<file path="src/jse_pkg.sv">
`timescale 1ns / 1ps

package jse_pkg;

	// One input request: a source byte plus string framing.
	typedef struct packed {
		logic [7:0] data_byte;
		logic       byte_present;
		logic       string_start;
		logic       string_end;
	} in_item_t;

	// One result request: a byte of the JSON literal.
	typedef struct packed {
		logic [7:0] out_char;
		logic       last_of_item;
	} out_item_t;

	// Token kinds that the classifier hands to the expander.
	typedef enum logic [1:0] {
		TOK_QUOTE,
		TOK_RAW,
		TOK_U00,
		TOK_BSL
	} tok_kind_t;

	// A classified token; value is the byte to copy, to hex-encode, or to put after a backslash.
	typedef struct packed {
		tok_kind_t  kind;
		logic [7:0] value;
		logic       last;
	} token_t;

	localparam int unsigned TOK_FIFO_DEPTH = 4;

endpackage

</file>
<file path="src/json_string_escaper_utf8.sv">
`timescale 1ns / 1ps

// JSON string escaper with UTF-8 checking.
// Input side is a queue: drive item and raise push; the request is taken on a
// rising edge where push is high and full is low. Each request carries one
// source byte (or none), with string_start and string_end framing a string.
// Result side is a queue too: while empty is low, result holds the oldest byte
// of the JSON literal, and pop on a rising edge takes it. last_of_item marks
// the final byte that a request caused.
// While the receiver pops, throughput is one output byte per cycle, set by
// the expander in the back end; a request that gives one byte sustains one
// request per cycle. The front end issues its tokens one at a time (escapes,
// quotes and each byte of a completed multi-byte sequence), and the four-entry
// token queue between the two halves absorbs short bursts. When the receiver
// stalls, the result register holds, the token queue fills, and full rises
// on the input. Reset clears all control state and any open string; no
// clearing pass.
module json_string_escaper_utf8 #(
	parameter int unsigned TOK_DEPTH = jse_pkg::TOK_FIFO_DEPTH
) (
	input  logic               clk,
	input  logic               arst_n,
	input  logic               push,
	input  jse_pkg::in_item_t  item,
	output logic               full,
	output logic               empty,
	input  logic               pop,
	output jse_pkg::out_item_t result
);

	logic            tok_push;
	jse_pkg::token_t tok_w;
	logic            tok_full;
	logic            tok_pop;
	jse_pkg::token_t tok_r;
	logic            tok_nonempty;

	jse_front u_front (
		.clk      (clk),
		.arst_n   (arst_n),
		.push     (push),
		.item     (item),
		.full     (full),
		.tok_push (tok_push),
		.tok      (tok_w),
		.tok_full (tok_full)
	);

	jse_fifo #(
		.DEPTH (TOK_DEPTH)
	) u_fifo (
		.clk       (clk),
		.arst_n    (arst_n),
		.push      (tok_push),
		.push_data (tok_w),
		.full      (tok_full),
		.pop       (tok_pop),
		.pop_data  (tok_r),
		.nonempty  (tok_nonempty)
	);

	jse_back u_back (
		.clk          (clk),
		.arst_n       (arst_n),
		.tok_nonempty (tok_nonempty),
		.tok_in       (tok_r),
		.tok_pop      (tok_pop),
		.empty        (empty),
		.pop          (pop),
		.result       (result)
	);

endmodule

</file>
<file path="src/jse_front.sv">
`timescale 1ns / 1ps

module jse_front (
	input  logic              clk,
	input  logic              arst_n,
	input  logic              push,
	input  jse_pkg::in_item_t item,
	output logic              full,
	output logic              tok_push,
	output jse_pkg::token_t   tok,
	input  logic              tok_full
);

	localparam logic [7:0] LEAD2_LO  = 8'hC2;
	localparam logic [7:0] LEAD2_HI  = 8'hDF;
	localparam logic [7:0] LEAD3_LO  = 8'hE0;
	localparam logic [7:0] LEAD3_HI  = 8'hEF;
	localparam logic [7:0] LEAD4_LO  = 8'hF0;
	localparam logic [7:0] LEAD4_HI  = 8'hF4;
	localparam logic [7:0] LEAD_ED   = 8'hED;
	localparam logic [7:0] SEC_E0_LO = 8'hA0;
	localparam logic [7:0] SEC_ED_HI = 8'h9F;
	localparam logic [7:0] SEC_F0_LO = 8'h90;
	localparam logic [7:0] SEC_F4_HI = 8'h8F;
	localparam logic [7:0] CTRL_LIM  = 8'h20;
	localparam logic [7:0] ASCII_LIM = 8'h80;

	localparam logic [7:0] B_BSL  = 8'h5C;
	localparam logic [7:0] B_QUOT = 8'h22;
	localparam logic [7:0] B_LT   = 8'h3C;
	localparam logic [7:0] B_GT   = 8'h3E;
	localparam logic [7:0] B_AMP  = 8'h26;
	localparam logic [7:0] B_LF   = 8'h0A;
	localparam logic [7:0] B_CR   = 8'h0D;
	localparam logic [7:0] B_TAB  = 8'h09;
	localparam logic [7:0] C_N    = 8'h6E;
	localparam logic [7:0] C_R    = 8'h72;
	localparam logic [7:0] C_T    = 8'h74;

	typedef enum logic [1:0] {
		PH_START,
		PH_FEED,
		PH_END
	} phase_t;

	function automatic logic is_lead(input logic [7:0] b);
		return (b >= LEAD2_LO) && (b <= LEAD4_HI);
	endfunction

	function automatic logic [2:0] lead_len(input logic [7:0] b);
		logic [2:0] len;
		if (b <= LEAD2_HI) begin
			len = 3'd2;
		end else if (b <= LEAD3_HI) begin
			len = 3'd3;
		end else begin
			len = 3'd4;
		end
		return len;
	endfunction

	function automatic logic second_ok(input logic [7:0] lead, input logic [7:0] b);
		logic ok;
		ok = 1'b1;
		if (lead == LEAD3_LO && b < SEC_E0_LO) ok = 1'b0;
		if (lead == LEAD_ED && b > SEC_ED_HI) ok = 1'b0;
		if (lead == LEAD4_LO && b < SEC_F0_LO) ok = 1'b0;
		if (lead == LEAD4_HI && b > SEC_F4_HI) ok = 1'b0;
		return ok;
	endfunction

	// Current request and UTF-8 gathering state.
	logic              cur_valid_q;
	jse_pkg::in_item_t cur_q;
	phase_t            phase_q, phase_n;
	logic [7:0]        held_q [4];
	logic [7:0]        held_n [4];
	logic [2:0]        cnt_q, cnt_n;
	logic [2:0]        exp_q, exp_n;
	logic [1:0]        ptr_q, ptr_n;
	logic              open_q, open_n;
	logic              flush_q, flush_n;
	logic              raw_q, raw_n;

	logic              tok_valid;
	logic              done;
	logic              advance;
	logic              accept;
	logic              idle_done;
	logic              flush_fin;
	logic              cont_ok;
	phase_t            eff;
	logic [7:0]        b;

	assign b = cur_q.data_byte;
	assign flush_fin = (({1'b0, ptr_q} + 3'd1) == cnt_q);
	assign cont_ok = (b[7:6] == 2'b10) && ((cnt_q != 3'd1) || second_ok(held_q[0], b));

	// Produce at most one token per cycle for the current request.
	always_comb begin
		tok_valid = 1'b0;
		tok = '{kind: jse_pkg::TOK_RAW, value: 8'h00, last: 1'b0};
		done = 1'b0;
		idle_done = 1'b0;
		phase_n = phase_q;
		held_n = held_q;
		cnt_n = cnt_q;
		exp_n = exp_q;
		ptr_n = ptr_q;
		open_n = open_q;
		flush_n = flush_q;
		raw_n = raw_q;
		eff = phase_q;

		// Skip over steps that yield nothing for this request.
		if (eff == PH_START && !cur_q.string_start) begin
			if (!open_q) idle_done = 1'b1;
			else eff = PH_FEED;
		end
		if (!idle_done && eff == PH_FEED && !cur_q.byte_present) begin
			if (cur_q.string_end) eff = PH_END;
			else idle_done = 1'b1;
		end

		if (cur_valid_q) begin
			if (idle_done) begin
				done = 1'b1;
			end else begin
				unique case (eff)
					PH_START: begin
						if (cnt_q != 3'd0) begin
							// A new string drops the held bytes as escapes.
							tok_valid = 1'b1;
							tok.kind = jse_pkg::TOK_U00;
							tok.value = held_q[ptr_q];
							if (flush_fin) begin
								cnt_n = 3'd0;
								exp_n = 3'd0;
								ptr_n = 2'd0;
							end else begin
								ptr_n = ptr_q + 2'd1;
							end
						end else begin
							tok_valid = 1'b1;
							tok.kind = jse_pkg::TOK_QUOTE;
							tok.last = !((cur_q.byte_present && !is_lead(b)) ||
								cur_q.string_end);
							open_n = 1'b1;
							if (cur_q.byte_present) phase_n = PH_FEED;
							else if (cur_q.string_end) phase_n = PH_END;
							else done = 1'b1;
						end
					end
					PH_FEED: begin
						priority if (flush_q) begin
							// Rest of a failed sequence, then the byte is judged fresh.
							tok_valid = 1'b1;
							tok.kind = jse_pkg::TOK_U00;
							tok.value = held_q[ptr_q];
							tok.last = flush_fin && is_lead(b) && !cur_q.string_end;
							if (flush_fin) begin
								cnt_n = 3'd0;
								exp_n = 3'd0;
								ptr_n = 2'd0;
								flush_n = 1'b0;
							end else begin
								ptr_n = ptr_q + 2'd1;
							end
						end else if (raw_q) begin
							// Copy out a completed sequence.
							tok_valid = 1'b1;
							tok.kind = jse_pkg::TOK_RAW;
							tok.value = held_q[ptr_q];
							if (flush_fin) begin
								cnt_n = 3'd0;
								exp_n = 3'd0;
								ptr_n = 2'd0;
								raw_n = 1'b0;
								tok.last = !cur_q.string_end;
								if (cur_q.string_end) phase_n = PH_END;
								else done = 1'b1;
							end else begin
								ptr_n = ptr_q + 2'd1;
							end
						end else if (cnt_q == 3'd0) begin
							// Classify a fresh byte.
							tok_valid = 1'b1;
							tok.value = b;
							unique case (b)
								B_BSL: tok.kind = jse_pkg::TOK_BSL;
								B_QUOT: tok.kind = jse_pkg::TOK_BSL;
								B_LF: begin
									tok.kind = jse_pkg::TOK_BSL;
									tok.value = C_N;
								end
								B_CR: begin
									tok.kind = jse_pkg::TOK_BSL;
									tok.value = C_R;
								end
								B_TAB: begin
									tok.kind = jse_pkg::TOK_BSL;
									tok.value = C_T;
								end
								B_LT, B_GT, B_AMP: tok.kind = jse_pkg::TOK_U00;
								default: begin
									priority if (b < CTRL_LIM) begin
										tok.kind = jse_pkg::TOK_U00;
									end else if (b < ASCII_LIM) begin
										tok.kind = jse_pkg::TOK_RAW;
									end else if (is_lead(b)) begin
										tok_valid = 1'b0;
										held_n[0] = b;
										cnt_n = 3'd1;
										exp_n = lead_len(b);
									end else begin
										tok.kind = jse_pkg::TOK_U00;
									end
								end
							endcase
							tok.last = !cur_q.string_end;
							if (cur_q.string_end) phase_n = PH_END;
							else done = 1'b1;
						end else if (!cont_ok) begin
							// Broken sequence: escape the lead first.
							tok_valid = 1'b1;
							tok.kind = jse_pkg::TOK_U00;
							tok.value = held_q[ptr_q];
							tok.last = flush_fin && is_lead(b) && !cur_q.string_end;
							if (flush_fin) begin
								cnt_n = 3'd0;
								exp_n = 3'd0;
								ptr_n = 2'd0;
							end else begin
								ptr_n = ptr_q + 2'd1;
								flush_n = 1'b1;
							end
						end else if ((cnt_q + 3'd1) >= exp_q) begin
							// Sequence complete: store the byte and start copying.
							held_n[cnt_q[1:0]] = b;
							cnt_n = cnt_q + 3'd1;
							tok_valid = 1'b1;
							tok.kind = jse_pkg::TOK_RAW;
							tok.value = held_q[0];
							ptr_n = 2'd1;
							raw_n = 1'b1;
						end else begin
							held_n[cnt_q[1:0]] = b;
							cnt_n = cnt_q + 3'd1;
							if (cur_q.string_end) phase_n = PH_END;
							else done = 1'b1;
						end
					end
					PH_END: begin
						tok_valid = 1'b1;
						if (cnt_q != 3'd0) begin
							// A truncated sequence at the end is escaped byte by byte.
							tok.kind = jse_pkg::TOK_U00;
							tok.value = held_q[ptr_q];
							if (flush_fin) begin
								cnt_n = 3'd0;
								exp_n = 3'd0;
								ptr_n = 2'd0;
							end else begin
								ptr_n = ptr_q + 2'd1;
							end
						end else begin
							tok.kind = jse_pkg::TOK_QUOTE;
							tok.last = 1'b1;
							open_n = 1'b0;
							done = 1'b1;
						end
					end
					default: done = 1'b1;
				endcase
			end
		end
	end

	assign advance  = cur_valid_q && (!tok_valid || !tok_full);
	assign full     = cur_valid_q && !(advance && done);
	assign accept   = push && !full;
	assign tok_push = cur_valid_q && tok_valid && !tok_full;

	// Control state.
	always_ff @(posedge clk or negedge arst_n) begin
		if (!arst_n) begin
			cur_valid_q <= 1'b0;
			phase_q <= PH_START;
			cnt_q <= 3'd0;
			exp_q <= 3'd0;
			ptr_q <= 2'd0;
			open_q <= 1'b0;
			flush_q <= 1'b0;
			raw_q <= 1'b0;
		end else begin
			if (advance) begin
				cnt_q <= cnt_n;
				exp_q <= exp_n;
				ptr_q <= ptr_n;
				open_q <= open_n;
				flush_q <= flush_n;
				raw_q <= raw_n;
			end
			// A newly taken request always begins at its start step.
			if (accept) begin
				phase_q <= PH_START;
			end else if (advance) begin
				phase_q <= phase_n;
			end
			if (accept) begin
				cur_valid_q <= 1'b1;
			end else if (advance && done) begin
				cur_valid_q <= 1'b0;
			end
		end
	end

	// Payload: current request and held bytes.
	always_ff @(posedge clk) begin
		if (accept) cur_q <= item;
		if (advance) held_q <= held_n;
	end

endmodule

</file>
<file path="src/jse_fifo.sv">
`timescale 1ns / 1ps

module jse_fifo #(
	parameter int unsigned DEPTH = jse_pkg::TOK_FIFO_DEPTH
) (
	input  logic            clk,
	input  logic            arst_n,
	input  logic            push,
	input  jse_pkg::token_t push_data,
	output logic            full,
	input  logic            pop,
	output jse_pkg::token_t pop_data,
	output logic            nonempty
);

	localparam int unsigned PW = (DEPTH > 1) ? $clog2(DEPTH) : 1;
	localparam int unsigned CW = $clog2(DEPTH + 1);
	localparam logic [PW-1:0] LAST_SLOT = PW'(DEPTH - 1);
	localparam logic [CW-1:0] FULL_CNT  = CW'(DEPTH);

	jse_pkg::token_t mem_q [DEPTH];
	logic [PW-1:0]   wr_q;
	logic [PW-1:0]   rd_q;
	logic [CW-1:0]   count_q;
	logic            do_push;
	logic            do_pop;

	assign full     = (count_q == FULL_CNT);
	assign nonempty = (count_q != '0);
	assign do_push  = push && !full;
	assign do_pop   = pop && nonempty;
	assign pop_data = mem_q[rd_q];

	// Pointers and fill level.
	always_ff @(posedge clk or negedge arst_n) begin
		if (!arst_n) begin
			wr_q <= '0;
			rd_q <= '0;
			count_q <= '0;
		end else begin
			if (do_push) wr_q <= (wr_q == LAST_SLOT) ? '0 : wr_q + PW'(1);
			if (do_pop) rd_q <= (rd_q == LAST_SLOT) ? '0 : rd_q + PW'(1);
			if (do_push && !do_pop) count_q <= count_q + CW'(1);
			else if (do_pop && !do_push) count_q <= count_q - CW'(1);
		end
	end

	// Token storage.
	always_ff @(posedge clk) begin
		if (do_push) mem_q[wr_q] <= push_data;
	end

endmodule

</file>
<file path="src/jse_back.sv">
`timescale 1ns / 1ps

module jse_back (
	input  logic                clk,
	input  logic                arst_n,
	input  logic                tok_nonempty,
	input  jse_pkg::token_t     tok_in,
	output logic                tok_pop,
	output logic                empty,
	input  logic                pop,
	output jse_pkg::out_item_t  result
);

	localparam logic [7:0] CH_BSL  = 8'h5C;
	localparam logic [7:0] CH_QUOT = 8'h22;
	localparam logic [7:0] CH_U    = 8'h75;
	localparam logic [7:0] CH_ZERO = 8'h30;
	localparam logic [7:0] HEX_LC  = 8'h57;

	function automatic logic [7:0] hex_char(input logic [3:0] n);
		return (n < 4'd10) ? (CH_ZERO + {4'h0, n}) : (HEX_LC + {4'h0, n});
	endfunction

	jse_pkg::token_t    tok_q;
	logic               tok_valid_q;
	logic [2:0]         idx_q;
	jse_pkg::out_item_t out_q;
	logic               out_valid_q;

	logic [2:0]         len;
	logic [7:0]         ch;
	logic               final_char;
	logic               step;
	logic               out_taken;

	// Expansion length and the byte at the current position.
	always_comb begin
		len = 3'd1;
		ch = tok_q.value;
		unique case (tok_q.kind)
			jse_pkg::TOK_QUOTE: ch = CH_QUOT;
			jse_pkg::TOK_RAW: ch = tok_q.value;
			jse_pkg::TOK_BSL: begin
				len = 3'd2;
				ch = (idx_q == 3'd0) ? CH_BSL : tok_q.value;
			end
			jse_pkg::TOK_U00: begin
				len = 3'd6;
				unique case (idx_q)
					3'd0: ch = CH_BSL;
					3'd1: ch = CH_U;
					3'd2, 3'd3: ch = CH_ZERO;
					3'd4: ch = hex_char(tok_q.value[7:4]);
					default: ch = hex_char(tok_q.value[3:0]);
				endcase
			end
			default: ch = tok_q.value;
		endcase
	end

	assign final_char = (idx_q == (len - 3'd1));
	assign out_taken  = pop && out_valid_q;
	assign step       = tok_valid_q && (!out_valid_q || out_taken);
	assign tok_pop    = tok_nonempty && (!tok_valid_q || (step && final_char));
	assign empty      = !out_valid_q;
	assign result     = out_q;

	// Token and output register control.
	always_ff @(posedge clk or negedge arst_n) begin
		if (!arst_n) begin
			tok_valid_q <= 1'b0;
			idx_q <= 3'd0;
			out_valid_q <= 1'b0;
		end else begin
			if (tok_pop) tok_valid_q <= 1'b1;
			else if (step && final_char) tok_valid_q <= 1'b0;
			if (step) begin
				idx_q <= final_char ? 3'd0 : idx_q + 3'd1;
				out_valid_q <= 1'b1;
			end else if (out_taken) begin
				out_valid_q <= 1'b0;
			end
		end
	end

	// Payload registers.
	always_ff @(posedge clk) begin
		if (tok_pop) tok_q <= tok_in;
		if (step) begin
			out_q.out_char <= ch;
			out_q.last_of_item <= tok_q.last && final_char;
		end
	end

endmodule

</file>
<file path="config.mk">
export PLATFORM = sky130hd
export DESIGN_NAME = json_string_escaper_utf8
export DESIGN_NICKNAME = d
export VERILOG_FILES = /design/src/jse_pkg.sv /design/src/json_string_escaper_utf8.sv /design/src/jse_front.sv /design/src/jse_fifo.sv /design/src/jse_back.sv
export SDC_FILE = /design/constraint.sdc
export NUM_CORES = 1
export LEC_CHECK = 0
export BUFFER_PORTS_ARGS = -buffer_cell sky130_fd_sc_hd__buf_2
export CORE_MARGIN = 3
export CORE_UTILIZATION = 40
export CTS_CLUSTER_SIZE = 20
export DETAILED_ROUTE_END_ITERATION = 7
export MAX_ROUTING_LAYER = met4
export SETUP_SLACK_MARGIN = 0.5
export SLEW_MARGIN = 20
export SYNTH_ARGS = -nofsm -noshare
export SYNTH_HDL_FRONTEND = slang
export SYNTH_SLANG_ARGS = --single-unit
</file>
<file path="constraint.sdc">
create_clock -name clk -period 5.25 [get_ports clk]
set_input_delay 1.05 -clock clk [delete_from_list [all_inputs] [get_ports clk]]
set_output_delay 1.05 -clock clk [all_outputs]
set_load 0.01 [all_outputs]
</file>
### Word level (Yosys, flattened, before mapping)

Memory sizes are Yosys's and may differ from the RTL's. A register that Yosys moved wholly into a read port is not among the register bits.
Index checks and enable logic that the tools add are counted.

* bitwise operators: 6
* equal/unequal tests: 49
* divide/modulo/power cells: 0
* multipliers: 0
* magnitude comparators: 16
* reductions and logical operators: 78
* shift operators: 0
* add/sub/neg operators: 13
* multiplexer cells: 143

Operators by type and width (number)
* two-way mux 8 bit: 13
* two-way mux 3 bit: 25
* one-hot mux 8 bit (4 select lines): 2
* two-way mux 2 bit: 30
* two-way mux 11 bit: 5
* two-way mux 1 bit: 52
* one-hot mux 11 bit (3 select lines): 1
* bitwise mux 32 bit: 1
* == test 8 x 6 -> 1 bit (second input constant): 4
* == test 8 bit (second input constant): 4
* two-way mux 32 bit: 1
* != test 5 x 3 -> 1 bit (second input constant): 6
* logical AND 1 bit: 28
* == test 8 x 4 -> 1 bit (second input constant): 3
* <= comparator 8 bit (second input constant): 3
* less-than comparator 8 bit (second input constant): 3
* one-hot mux 8 bit (3 select lines): 1
* one-hot mux 3 bit (2 select lines): 3
* AND reduction 9 bit: 2
* nonzero test 2 bit: 9
* adder 7 x 4 -> 8 bit (first input constant): 2
* binary-select mux 8 bit (select 2 bit): 1
* demux 8 bit (select 2 bit): 1
* > comparator 8 bit (second input constant): 2
* 49 further kinds: 103

* register bits: 78
* latch bits: 0
* bits in read-only memories: 0
* memories: 1
* output and inout bits: 11
* input port bits: 15
* RAM bits: 44

Memories
* u_fifo.mem_q: depth 4, bits a word 11, rd ports 1, clocked after Yosys merged registers in 1, wr ports 1, line jse_fifo.sv:21 `jse_pkg::token_t mem_q [DEPTH];`

### Longest topological paths before layout

Gate-level depths: netlist of the first run.

* word-level depth: 25
* depth in mapped cells: 15
* depth with buffers taken out: 15

### Modules after synthesis

From an unflattened synthesis of the first run, not the netlist that was laid out.

* cell total of the unflattened synthesis: 566
* area, all modules: 7095.6 µm²

Modules (own cells, without submodules)
* jse_front: cells each 349, area an instance 3648.5 µm², times used 1, seq. area each 1641.6 µm²
* jse_fifo: cells each 94, area an instance 2067.0 µm², times used 1, seq. area each 1496.4 µm²
* jse_back: cells each 123, area an instance 1380.1 µm², times used 1, seq. area each 725.7 µm²

### Worst setup path after synthesis of the first run

Ideal clock, no wire load.

* path kind: register to register
* start: reg u_front.cnt_q[0]
* end: reg u_fifo.count_q[2]
* cell stages (with the launch flop): 16
* slack: 1683 ps
* arrival: 3488 ps
* library setup time: 79 ps
* cells stage by stage: dfrtp_1 > ha_1 > nor2b_1 > or2_2 > ha_1 > nand2_1 > o21ai_0 > nor2_1 > a21oi_1 > o21a_1 > ha_1 > inv_1 > fa_1 > xor2_1 > nor2_1 > xor2_1

* word-level cells in the longest chain between the ends: 16

Ends and longest elaborated chain
* start: declaration: line jse_front.sv:78 `logic [2:0] cnt_q, cnt_n;`
* start signal: assignment: line jse_front.sv:297 `cnt_q <= cnt_n;`
* adder 3 x 1 -> 3 bit / != test 3 x 1 -> 1 bit (equally long branches): line jse_front.sv:237, jse_front.sv:97
* greater-or-equal comparator 3 bit / logical OR 1 bit (equally long branches): line jse_front.sv:237, jse_front.sv:97
* two-way mux 1 bit / logical AND 1 bit (equally long branches): line jse_front.sv:237, jse_front.sv:97
* two-way mux 1 bit: line jse_front.sv:223 `end else if (!cont_ok) begin`
* two-way mux 1 bit *: line jse_front.sv:185 `end else if (cnt_q == 3'd0) begin`
* two-way mux 1 bit *: line jse_front.sv:169 `end else if (raw_q) begin`
* two-way mux 1 bit *: line jse_front.sv:155 `priority if (flush_q) begin`
* one-hot mux 1 bit (2 select lines) *: line jse_front.sv:129 `unique case (eff)`
* two-way mux 1 bit *: line jse_front.sv:126 `if (idle_done) begin`
* two-way mux 1 bit *: line jse_front.sv:125 `if (cur_valid_q) begin`
* logical AND 1 bit * (2 in series): line jse_front.sv:282 `assign tok_push = cur_valid_q && tok_valid && !tok_full;`
* logical AND 1 bit *: line jse_fifo.sv:30 `assign do_push = push && !full;`
* net u_fifo.do_push: line jse_fifo.sv:25 `logic do_push;`
* logical NOT 1 bit: line jse_fifo.sv:44 `else if (do_pop && !do_push) count_q <= count_q - CW'(1);`
* logical AND 1 bit: line jse_fifo.sv:44
* nonzero test 2 bit (no line)
* end signal: assignment: line jse_fifo.sv:43 `if (do_push && !do_pop) count_q <= count_q + CW'(1);`
* end signal: assignment: line jse_fifo.sv:44
* end: declaration: line jse_fifo.sv:24 `logic [CW-1:0] count_q;`

Mark *: on every way through the listed nets, which the timed path passes. The rest lies on a longest branch.
A chain may end at the register's enable or synchronous reset.

### Final worst setup path of the first run

* start: reg u_front.cnt_q[0]
* end: out full

* word-level cells in the longest chain between the ends: 16

Ends and longest elaborated chain
* adder 3 x 1 -> 3 bit / != test 3 x 1 -> 1 bit (equally long branches): line jse_front.sv:237, jse_front.sv:97
* greater-or-equal comparator 3 bit / logical OR 1 bit (equally long branches): line jse_front.sv:237, jse_front.sv:97
* two-way mux 1 bit / logical AND 1 bit (equally long branches): line jse_front.sv:237, jse_front.sv:97
* two-way mux 1 bit: line jse_front.sv:223
* two-way mux 1 bit: line jse_front.sv:185
* two-way mux 1 bit: line jse_front.sv:169
* two-way mux 1 bit: line jse_front.sv:155
* one-hot mux 1 bit (2 select lines): line jse_front.sv:129
* two-way mux 1 bit: line jse_front.sv:126
* two-way mux 1 bit: line jse_front.sv:125
* logical NOT 1 bit: line jse_front.sv:279 `assign advance = cur_valid_q && (!tok_valid || !tok_full);`
* logical OR 1 bit: line jse_front.sv:279
* logical AND 1 bit: line jse_front.sv:279
* logical AND 1 bit *: line jse_front.sv:280 `assign full = cur_valid_q && !(advance && done);`
* logical NOT 1 bit *: line jse_front.sv:280
* logical AND 1 bit *: line jse_front.sv:280
* end: declaration: line json_string_escaper_utf8.sv:25 `output logic full,`

Mark *: on every way between the ends. The rest lies on a longest branch, timed or not.

==> results of run 1 <==
-- cells by family (layout without fill, tap and decap cells) --
group | after synthesis | count (layout)
flops | 133 | 133
compound gates | 136 | 136
buf+inv | 65 | 102
xor+xnor | 8 | 8
simple gates | 152 | 152
fa+ha+maj | 22 | 22
mux | 24 | 24
-- final timing paths --
kind                                                  to                          from
max in group asynchronous    u_back.idx_q[1]$_DFFE_PN0P_                        arst_n
min in group asynchronous   u_front.exp_q[0]$_DFFE_PN0P_                        arst_n
min reg2reg                 u_front.exp_q[0]$_DFFE_PN0P_  u_front.exp_q[0]$_DFFE_PN0P_
min                         u_front.exp_q[0]$_DFFE_PN0P_  u_front.exp_q[0]$_DFFE_PN0P_
max reg2reg                u_fifo.count_q[2]$_DFFE_PN0P_  u_front.cnt_q[0]$_DFFE_PN0P_
max                                                 full  u_front.cnt_q[0]$_DFFE_PN0P_
-- through the flow --
stage,util,setup WS [ns]
after detailed placement,0.436,1.27
after global routing,0.471,0.510
after global placement,0.436,1.38
final,0.471,0.796
after floorplan,-,1.68
after CTS,0.471,0.815
-- layout make-up --
type,count,area [sq um]
fillers,1454,8590
multi-input cells,342,2630
flip-flops and latches,133,3860
well taps,216,270
repair buffers,27,140
clock inverters,15,148
clock buffers,17,425
inverters,43,164
-- Yosys cell counts, types with 3 or more instances --
cell,number
o22ai_1,10
a21oi_1,35
nand2_1,37
inv_1,42
buf_6,3
xor2_1,5
a31oi_1,5
o211ai_1,3
buf_4,3
o41ai_1,3
nand2b_1,7
nor2_1,28
o22a_1,3
o21ai_0,21
edfxtp_1,107
buf_1,6
nand3_1,12
a211oi_1,4
nor2b_1,8
o2bb2ai_1,3
o21ai_1,5
xnor2_1,3
clkbuf_1,8
dfrtp_1,26
a41oi_1,3
and3_1,5
and2_1,16
ha_1,21
o21a_1,3
nor3_1,15
o31ai_1,6
nor4_1,3
mux4_2,19
-- where the power goes --
part / switching [mW] / total [mW] / internal [mW]
logic: 1.05 / 1.80 / 0.752
registers: 0.331 / 1.94 / 1.60
clock network: 0.485 / 1.15 / 0.664
-- metal layers --
metal,share of wire,track usage,vias to the layer above
met5,0,-,-
met4,0.014,0.0554,0
met3,0.046,0.0377,23
met1,0.43,0.214,2183
li1,-,-,2101
met2,0.51,0.288,144
-- critical path, cell delays in order, from the launching register on --
cell and delay, ns:
dfrtp_1 0.46, ha_1 0.26, nor2b_1 0.14, or2_2 0.30, ha_1 0.29, a21oi_1 0.12, o21ai_0 0.25, a21oi_1 0.22
a21oi_1 0.06, o41ai_1 0.54, nand2_1 0.16, buf_2 0.17
-- flip-flops by register name, summed over array words and instances (netlist names), 2 cells and up --
name / flops
u_front.exp_q: 3
u_fifo.wr_q: 2
u_front.held_q: 32
u_back.result: 9
u_fifo.count_q: 3
u_front.cur_q: 3
u_front.ptr_q: 2
u_back.tok_q: 11
u_back.idx_q: 3
u_front.phase_q: 2
u_front.b: 8
u_fifo.mem_q: 44
u_front.cnt_q: 3
u_fifo.rd_q: 2
==> reports/metrics.yaml, run 1 <==
critical_path:
  worst-endpoint-arrival_ns: 3.40
  worstSetupPathType: "flop to output pin"
  r2r_cells: 15
  end_kind: "output pin"
  reg2reg_slack_ns: 1.25
  path_max_fanout: 7
  startpoint_type: "flop"
  required_ns: 4.20
timing:
  fin_hold_ws_ns: 0.512
  fin_tns_setup_ns: 0
  fin_crit_sh: 0.848
  final_hold_viol_count: 0
  finalMaxSlewViolations: 0
  period_needed_ns: 4.45
  finClkSkew_ns: 0.0120
  worstMarginPinSlew_ns: 0.912
  fmax_ghz: 0.225
  slew_headroom: 0.392
  finalSetupViolCount: 0
  rsz0062_at_grt: "no"
synthesis:
  synth_cells: 540
  synth_cell_type_count: 78
  synth_adder_area_share: 0.0417
  yosys.area_share.simple: 0.120
  async_flop_share: 0.195
  synth_top_area_cell: "edfxtp_1"
  synth_fp_nets: 577
  synth.mux.area_fraction: 0.0718
  synth_compound_area_frac: 0.144
  yosysSeqAreaShare: 0.570
  syn_avg_cell_area_sq_um: 12.6
  synth_xor_area_frac: 0.0103
  synth_edf_count: 107
  synth_top_family_by_area: "compound AO/OA/AOI/OAI gates"
  synth.area.top_cells: "edfxtp_1 47%, dfrtp_1 9.6%, mux4_2 6.3%"
  ys_ff_latch: 133
  synth_top_area_frac: 0.474
  ys.flop_type: "edfxtp_1"
  netlist_area_sq_um: 6780
  yosysWarningCount: 0
placement:
  gp_congestion: 0.914
  dp_cells: 761
  placed_cell_area_sq_um: 7070
  hpwl_mm: 10.5
  port_buffers: 25
final_layout:
  layout_common_cells: "107 x edfxtp_1, 42 x inv_1, 37 x nand2_1"
  antenna_cells: 0
  syn_to_final_growth_pct: 12.8
  instances_no_fill: 793
  drive_above_1_share: 0.175
  final_common_cell: "edfxtp_1"
  nets: 601
  finalInstanceArea_sq_um: 7640
grt:
  antenna_found_initial: 0
  grt_max_degree: 27
  first_global_vias: 4479
  grtUsageTotal: 0.174
  gr-total-overflow: 0
  grt_pass1_wl_mm: 24.0
cts:
  clock_latency_ns: 0.42
  cts-root-buf: "clkbuf_16"
  h-tree-depth: 4
  ctsResizeCount: 0
  clkSlewWorstSetupHoldPaths_ns: 0.06
  clock_sinks: 133
  post_cts_buffers: 0
  holdBufCountCts: 0
  tritoncts: "done"
  cts_buffer_depth: 2
  cts_buffers: 17
detailed_routing:
  vias: 4451
  route.detailed.drc: 0
  wl_mm: 14.6
  drt_iter0_markers: 390
  first_pass_iters: 5
  wire_per_inst_microns: 18.5
  ant_nets: 0
  detail_route.vias_per_cell: 5.61
die:
  placeableCoreArea_sq_um: 16200
  die_x_microns: 136
  die_y_microns: 136
  io_pins: 26
  die_area_sq_um: 18500
  core.rowCount: 46
  start_util: 0.418
min_path:
  hold_depth: 1
  holdCritPathClass: "flop to flop"
power:
  finalPower_mw: 4.89
  ir_worst_vdd_mv: 0.278
  static-leakage-power_nw: 2.85
  powerDensity_nw_per_um2: 639
flow_run:
  drv_cap: 0
run_status:
  status: "completed"
Power figures use the tool's default switching activity.
==> run 2: changes to the inputs <==
==> constraint.sdc (replaced) <==
create_clock -name clk -period 4.6 [get_ports clk]
set_input_delay 0.92 -clock clk [delete_from_list [all_inputs] [get_ports clk]]
set_output_delay 0.92 -clock clk [all_outputs]
set_load 0.01 [all_outputs]
==> run 2 against run 1 <==
Against the previous run:
- final area grew 0.38%
- sequential cell count is the same
- total power grew 14%
- critical path depth is the same
- largest cell class unchanged
- combinational power grew 16%
- sequential power grew 14%
- via count grew 2.2%
- count of clock-buffer cells in the layout is the same
- sequential share of layout area shrank 0.16 points
- global-route usage shrank 0.15 points
- non-clock buffer count grew 3
- core utilization grew 0.18 points
==> reports/metrics.yaml, run 2 (synthesized netlist as in run 1, its figures left out) <==
min_path:
  hp-start: "u_fifo.count_q[2]$_DFFE_PN0P_"
  hold_depth: 1
  holdCritPathClass: "flop to flop"
grt:
  grt_util_met3: 0.0452
  gr-total-overflow: 0
  top_usage_layer: "met2"
  grt_max_degree: 27
  grt_pass1_wl_mm: 23.8
  gr-usage-met2: 0.275
  first_global_vias: 4519
  antenna_found_initial: 0
  grtUsageTotal: 0.173
  grt_util_met1: 0.210
die:
  placeableCoreArea_sq_um: 16200
  die_x_microns: 136
  die_y_microns: 136
  io_pins: 26
  start_util: 0.418
  core.rowCount: 46
  die_area_sq_um: 18500
cts:
  h-tree-depth: 4
  cts_buffers: 17
  clock_latency_ns: 0.42
  clkSlewWorstSetupHoldPaths_ns: 0.06
  cts_buffer_depth: 2
  cts-root-buf: "clkbuf_16"
  holdBufCountCts: 0
  tritoncts: "done"
  clock_sinks: 133
critical_path:
  worstSetupPathType: "flop to output pin"
  path_delay_family: "compound AO/OA/AOI/OAI gates"
  cp_common_cell: "a21oi_1"
  required_ns: 3.68
  cp_num_cells: 11
  cpMaxStageDelayCell: "dfrtp_2"
  max_stage_delay_ns: 0.43
  path_buf_inv: 1
  startpoint_type: "flop"
  path_max_fanout: 5
  r2r_start: "u_front.cnt_q[0]$_DFFE_PN0P_"
  reg2reg_slack_ns: 1.00
  r2r_cells: 15
  worst-endpoint-arrival_ns: 2.97
  end_kind: "output pin"
  cp-startpoint: "u_front.cnt_q[0]$_DFFE_PN0P_"
  path_cells: "ha_2 -> nor2b_1 -> or2_2 -> ha_1 -> a21oi_2 -> o21ai_2 -> a21oi_1 -> a21oi_1 -> o41ai_2 -> nand2_1 -> buf_2"
final_layout:
  drive_above_1_share: 0.188
  nets: 604
  syn_to_final_growth_pct: 13.2
  top_regs: "u_fifo.mem_q (44), u_front.held_q (32), u_back.tok_q (11)"
  final_util: 0.473
  fillers: 1467
  layout_common_cells: "107 x edfxtp_1, 42 x inv_1, 37 x nand2_1"
  antenna_cells: 0
  finalInstanceArea_sq_um: 7670
  instances_no_fill: 796
  final_common_cell: "edfxtp_1"
  largest_register_ffs: 44
  largest-register: "u_fifo.mem_q"
detailed_routing:
  wire_per_inst_microns: 18.4
  wl_mm: 14.6
  vias: 4550
  first_pass_iters: 5
  drt_iter0_markers: 325
  detail_route.vias_per_cell: 5.72
  route.detailed.drc: 0
  ant_nets: 0
power:
  powerDensity_nw_per_um2: 726
  static-leakage-power_nw: 2.85
  ir_worst_vdd_mv: 0.344
  finalPower_mw: 5.57
timing:
  worstMarginPinSlew_ns: 0.789
  fmax_ghz: 0.257
  period_needed_ns: 3.89
  finalSetupViolCount: 0
  fin_tns_setup_ns: 0
  finalMaxSlewViolations: 0
  slew_headroom: 0.474
  final_hold_viol_count: 0
  rsz0062_at_grt: "no"
  finClkSkew_ns: 0.00855
  fin_crit_sh: 0.845
placement:
  hpwl_mm: 10.3
  port_buffers: 25
  gp_congestion: 0.948
  dp_cells: 762
  placed_cell_area_sq_um: 7080
run_status:
  status: "completed"
flow_run:
  drv_cap: 0
## run 2: final timing paths
check	end
min in group asynchronous	u_front.exp_q[2]$_DFFE_PN0P_
max in group asynchronous	u_front.cnt_q[1]$_DFFE_PN0P_
min reg2reg	u_fifo.count_q[2]$_DFFE_PN0P_
max reg2reg	u_fifo.count_q[2]$_DFFE_PN0P_
min	u_fifo.count_q[2]$_DFFE_PN0P_
max	full
## run 2: worst register-to-register path: cells and delay by family, from the launching register on
kind                       cells  cell delay (ns)
adders and majority gates      4             1.18
AOI/OAI and AO/OA              3             0.81
and+or+nand+nor                5             0.72
DFF                            1             0.43
xor gates and xnor gates       2             0.32
buffers and inverters          1             0.07
## run 2: where the power goes
group	leakage (nW)	switching [mW]	internal (mW)	total, mW
Sequential	1.31	0.389	1.83	2.22
Combinational	1.28	1.19	0.882	2.08
Clock	0.265	0.531	0.743	1.27
Total	2.85	2.11	3.46	5.57
## run 2: cell type report
class | count | area (sq um) | share of cell area
Clock buffer | 17 | 425 | 0.0555
Sequential cell | 133 | 3870 | 0.504
Clock inverter | 15 | 131 | 0.0171
Timing Repair Buffer | 30 | 163 | 0.0212
Multi-Input combinational cell | 342 | 2650 | 0.346
Tap cell | 216 | 270 | 0.0352
Inverter | 43 | 164 | 0.0214
## run 2: per-layer routing
metal,vias up,wire length [microns]
li1,2111,-
met1,2263,6460
met2,147,7240
met3,29,551
met4,0,384
met5,-,0
## run 2: timing repair
action                     4_1_cts  5_1_grt
setup endpoints to repair        1        2
gates cloned                     0        0
pin swaps                        0        3
setup buffers                    0        2
resized for setup                3        6
## run 2: stage by stage
step	hold slack, ns	setup slack [ns]
2_1_floorplan	0.456	1.03
3_3_place_gp	0.471	0.681
3_5_place_dp	0.487	0.596
4_1_cts	0.504	0.513
5_1_grt	0.507	0.510
6_report	0.504	0.711
==> run 3: changes to the inputs <==
==> constraint.sdc (replaced) <==
create_clock -name clk -period 3.4 [get_ports clk]
set_input_delay 0.68 -clock clk [delete_from_list [all_inputs] [get_ports clk]]
set_output_delay 0.68 -clock clk [all_outputs]
set_load 0.01 [all_outputs]
==> run 3 against run 2 <==
Against the previous run:
- clock power is 35% higher
- register-to-register slack worse by 0.72 ns
- count of clock-buffer cells in the layout stayed put
- final area is 7.0% higher
- sequential share of layout area is 3.3 points lower
- combinational power is 78% higher
- critical path type unchanged
==> reports/metrics.yaml, run 3 (synthesized netlist as in run 1, its figures left out) <==
run_status:
  status: "completed"
cts:
  holdBufCountCts: 0
  cts_buffers: 17
  h-tree-depth: 4
  cts-root-buf: "clkbuf_16"
  cts_buffer_depth: 2
  clock_latency_ns: 0.41
  clkSlewWorstSetupHoldPaths_ns: 0.06
  clock_sinks: 133
  tritoncts: "done"
placement:
  port_buffers: 25
  hpwl_mm: 10.8
  placed_cell_area_sq_um: 7340
  dp_slack_ns: 0.154
  gp_congestion: 0.926
die:
  start_util: 0.418
  placeableCoreArea_sq_um: 16200
  die_x_microns: 136
  io_pins: 26
  die_y_microns: 136
  die_area_sq_um: 18500
  core.rowCount: 46
critical_path:
  worstSetupPathType: "flop to output pin"
  required_ns: 2.72
  reg2reg_slack_ns: 0.28
  endpoint: "full"
  end_kind: "output pin"
  cp-startpoint: "u_front.cnt_q[1]$_DFFE_PN0P_"
  r2r-end: "u_fifo.count_q[1]$_DFFE_PN0P_"
  worst-endpoint-arrival_ns: 2.58
  startpoint_type: "flop"
  path_max_fanout: 4
  r2r_start: "u_front.cnt_q[1]$_DFFE_PN0P_"
  r2r_cells: 15
timing:
  fmax_ghz: 0.307
  fin_crit_sh: 0.958
  worst_slack_ns: 0.143
  slew_headroom: 0.441
  finClkSkew_ns: 0.00808
  finalSetupViolCount: 0
  final_hold_viol_count: 0
  finalMaxSlewViolations: 0
  period_needed_ns: 3.26
  fin_tns_setup_ns: 0
  worstMarginPinSlew_ns: 0.837
  rsz0062_at_grt: "yes"
flow_run:
  drv_cap: 0
final_layout:
  fillers: 1418
  drive_above_1_share: 0.290
  final_util: 0.506
  antenna_cells: 0
  finalInstanceArea_sq_um: 8210
  top_regs: "u_fifo.mem_q (44), u_front.held_q (32), u_back.tok_q (11)"
  largest_register_ffs: 44
  layout_common_cells: "107 x edfxtp_1, 42 x buf_4, 40 x inv_1"
  largest-register: "u_fifo.mem_q"
  final_common_cell: "edfxtp_1"
  nets: 649
  syn_to_final_growth_pct: 21.1
detailed_routing:
  wl_mm: 15.4
  wire_per_inst_microns: 18.3
  drt_iter0_markers: 352
  first_pass_iters: 5
  route.detailed.drc: 0
  ant_nets: 0
  vias: 4683
  detail_route.vias_per_cell: 5.57
grt:
  gr-usage-met2: 0.295
  gr-total-overflow: 0
  grtUsageTotal: 0.177
  grt_util_met3: 0.0374
  first_global_vias: 4698
  grt_pass1_wl_mm: 24.5
  grt_max_degree: 27
  grt_util_met1: 0.213
  antenna_found_initial: 0
  top_usage_layer: "met2"
power:
  static-leakage-power_nw: 3.10
  ir_worst_vdd_mv: 0.476
  powerDensity_nw_per_um2: 1010
min_path:
  holdCritPathClass: "primary input to asynchronous set/reset pin"
==> run 3: metrics by stage <==
| stage | total power, mW | std cells | hold slack [ns] |
|---|---|---|---|
| floorplan | 5.11 | 540 | 0.384 |
| global placement | 6.01 | 787 | 0.471 |
| detailed placement | 6.07 | 787 | 0.478 |
| CTS | 8.01 | 829 | 0.296 |
| global route | 8.83 | 841 | 0.315 |
| finish | 8.27 | 841 | 0.285 |
==> run 3: critical path: stages (launching register included) <==
cell,delay (ns)
dfrtp_1,0.38
buf_4,0.15
inv_1,0.10
ha_1,0.20
nor4bb_2,0.23
nand3_1,0.15
a31o_4,0.26
a211oi_4,0.30
o41ai_2,0.14
nand2_1,0.11
buf_2,0.14
==> run 3: final cells by class <==
type | count | area [sq um] | share of cell area
well taps | 216 | 270 | 0.0329
inverters | 43 | 164 | 0.0200
clock buffers | 17 | 425 | 0.0518
multi-input cells | 342 | 2830 | 0.344
clock inverters | 15 | 129 | 0.0157
repair buffers | 75 | 531 | 0.0646
flip-flops and latches | 133 | 3860 | 0.471
==> run 3: how the worst min path moves through the flow <==
stage / startpoint / end / slack (ns) / cells past startpoint
finish: arst_n / u_front.cur_valid_q$_DFFE_PN0P_ / 0.29 / 1
global route: arst_n / u_front.cur_valid_q$_DFFE_PN0P_ / 0.32 / 1
CTS: arst_n / u_front.cur_valid_q$_DFFE_PN0P_ / 0.30 / 1
detailed placement: u_fifo.count_q[2]$_DFFE_PN0P_ / u_fifo.count_q[2]$_DFFE_PN0P_ / 0.48 / 1
global placement: u_fifo.count_q[2]$_DFFE_PN0P_ / u_fifo.count_q[2]$_DFFE_PN0P_ / 0.47 / 1
floorplan: arst_n / u_back.idx_q[0]$_DFFE_PN0P_ / 0.38 / 0
==> run 3: where the power goes <==
group / internal, mW / switching [mW] / total, mW
Clock: 1.01 / 0.714 / 1.72
Combinational: 1.72 / 1.99 / 3.71
Sequential: 2.47 / 0.366 / 2.84
Total: 5.20 / 3.07 / 8.27
==> run 3: layer usage <==
metal | vias to the layer above | part of all wire
met5 | - | 0
met4 | 0 | 0.018
met3 | 26 | 0.045
met2 | 168 | 0.52
met1 | 2285 | 0.42
li1 | 2204 | -
==> run 3: timing repair <==
action / in CTS / in global routing
pin swaps: 15 / 10
setup endpoints to repair: 54 / 134
buffers inserted: 10 / 8
gates cloned: 0 / 4
gates resized for setup: 11 / 34
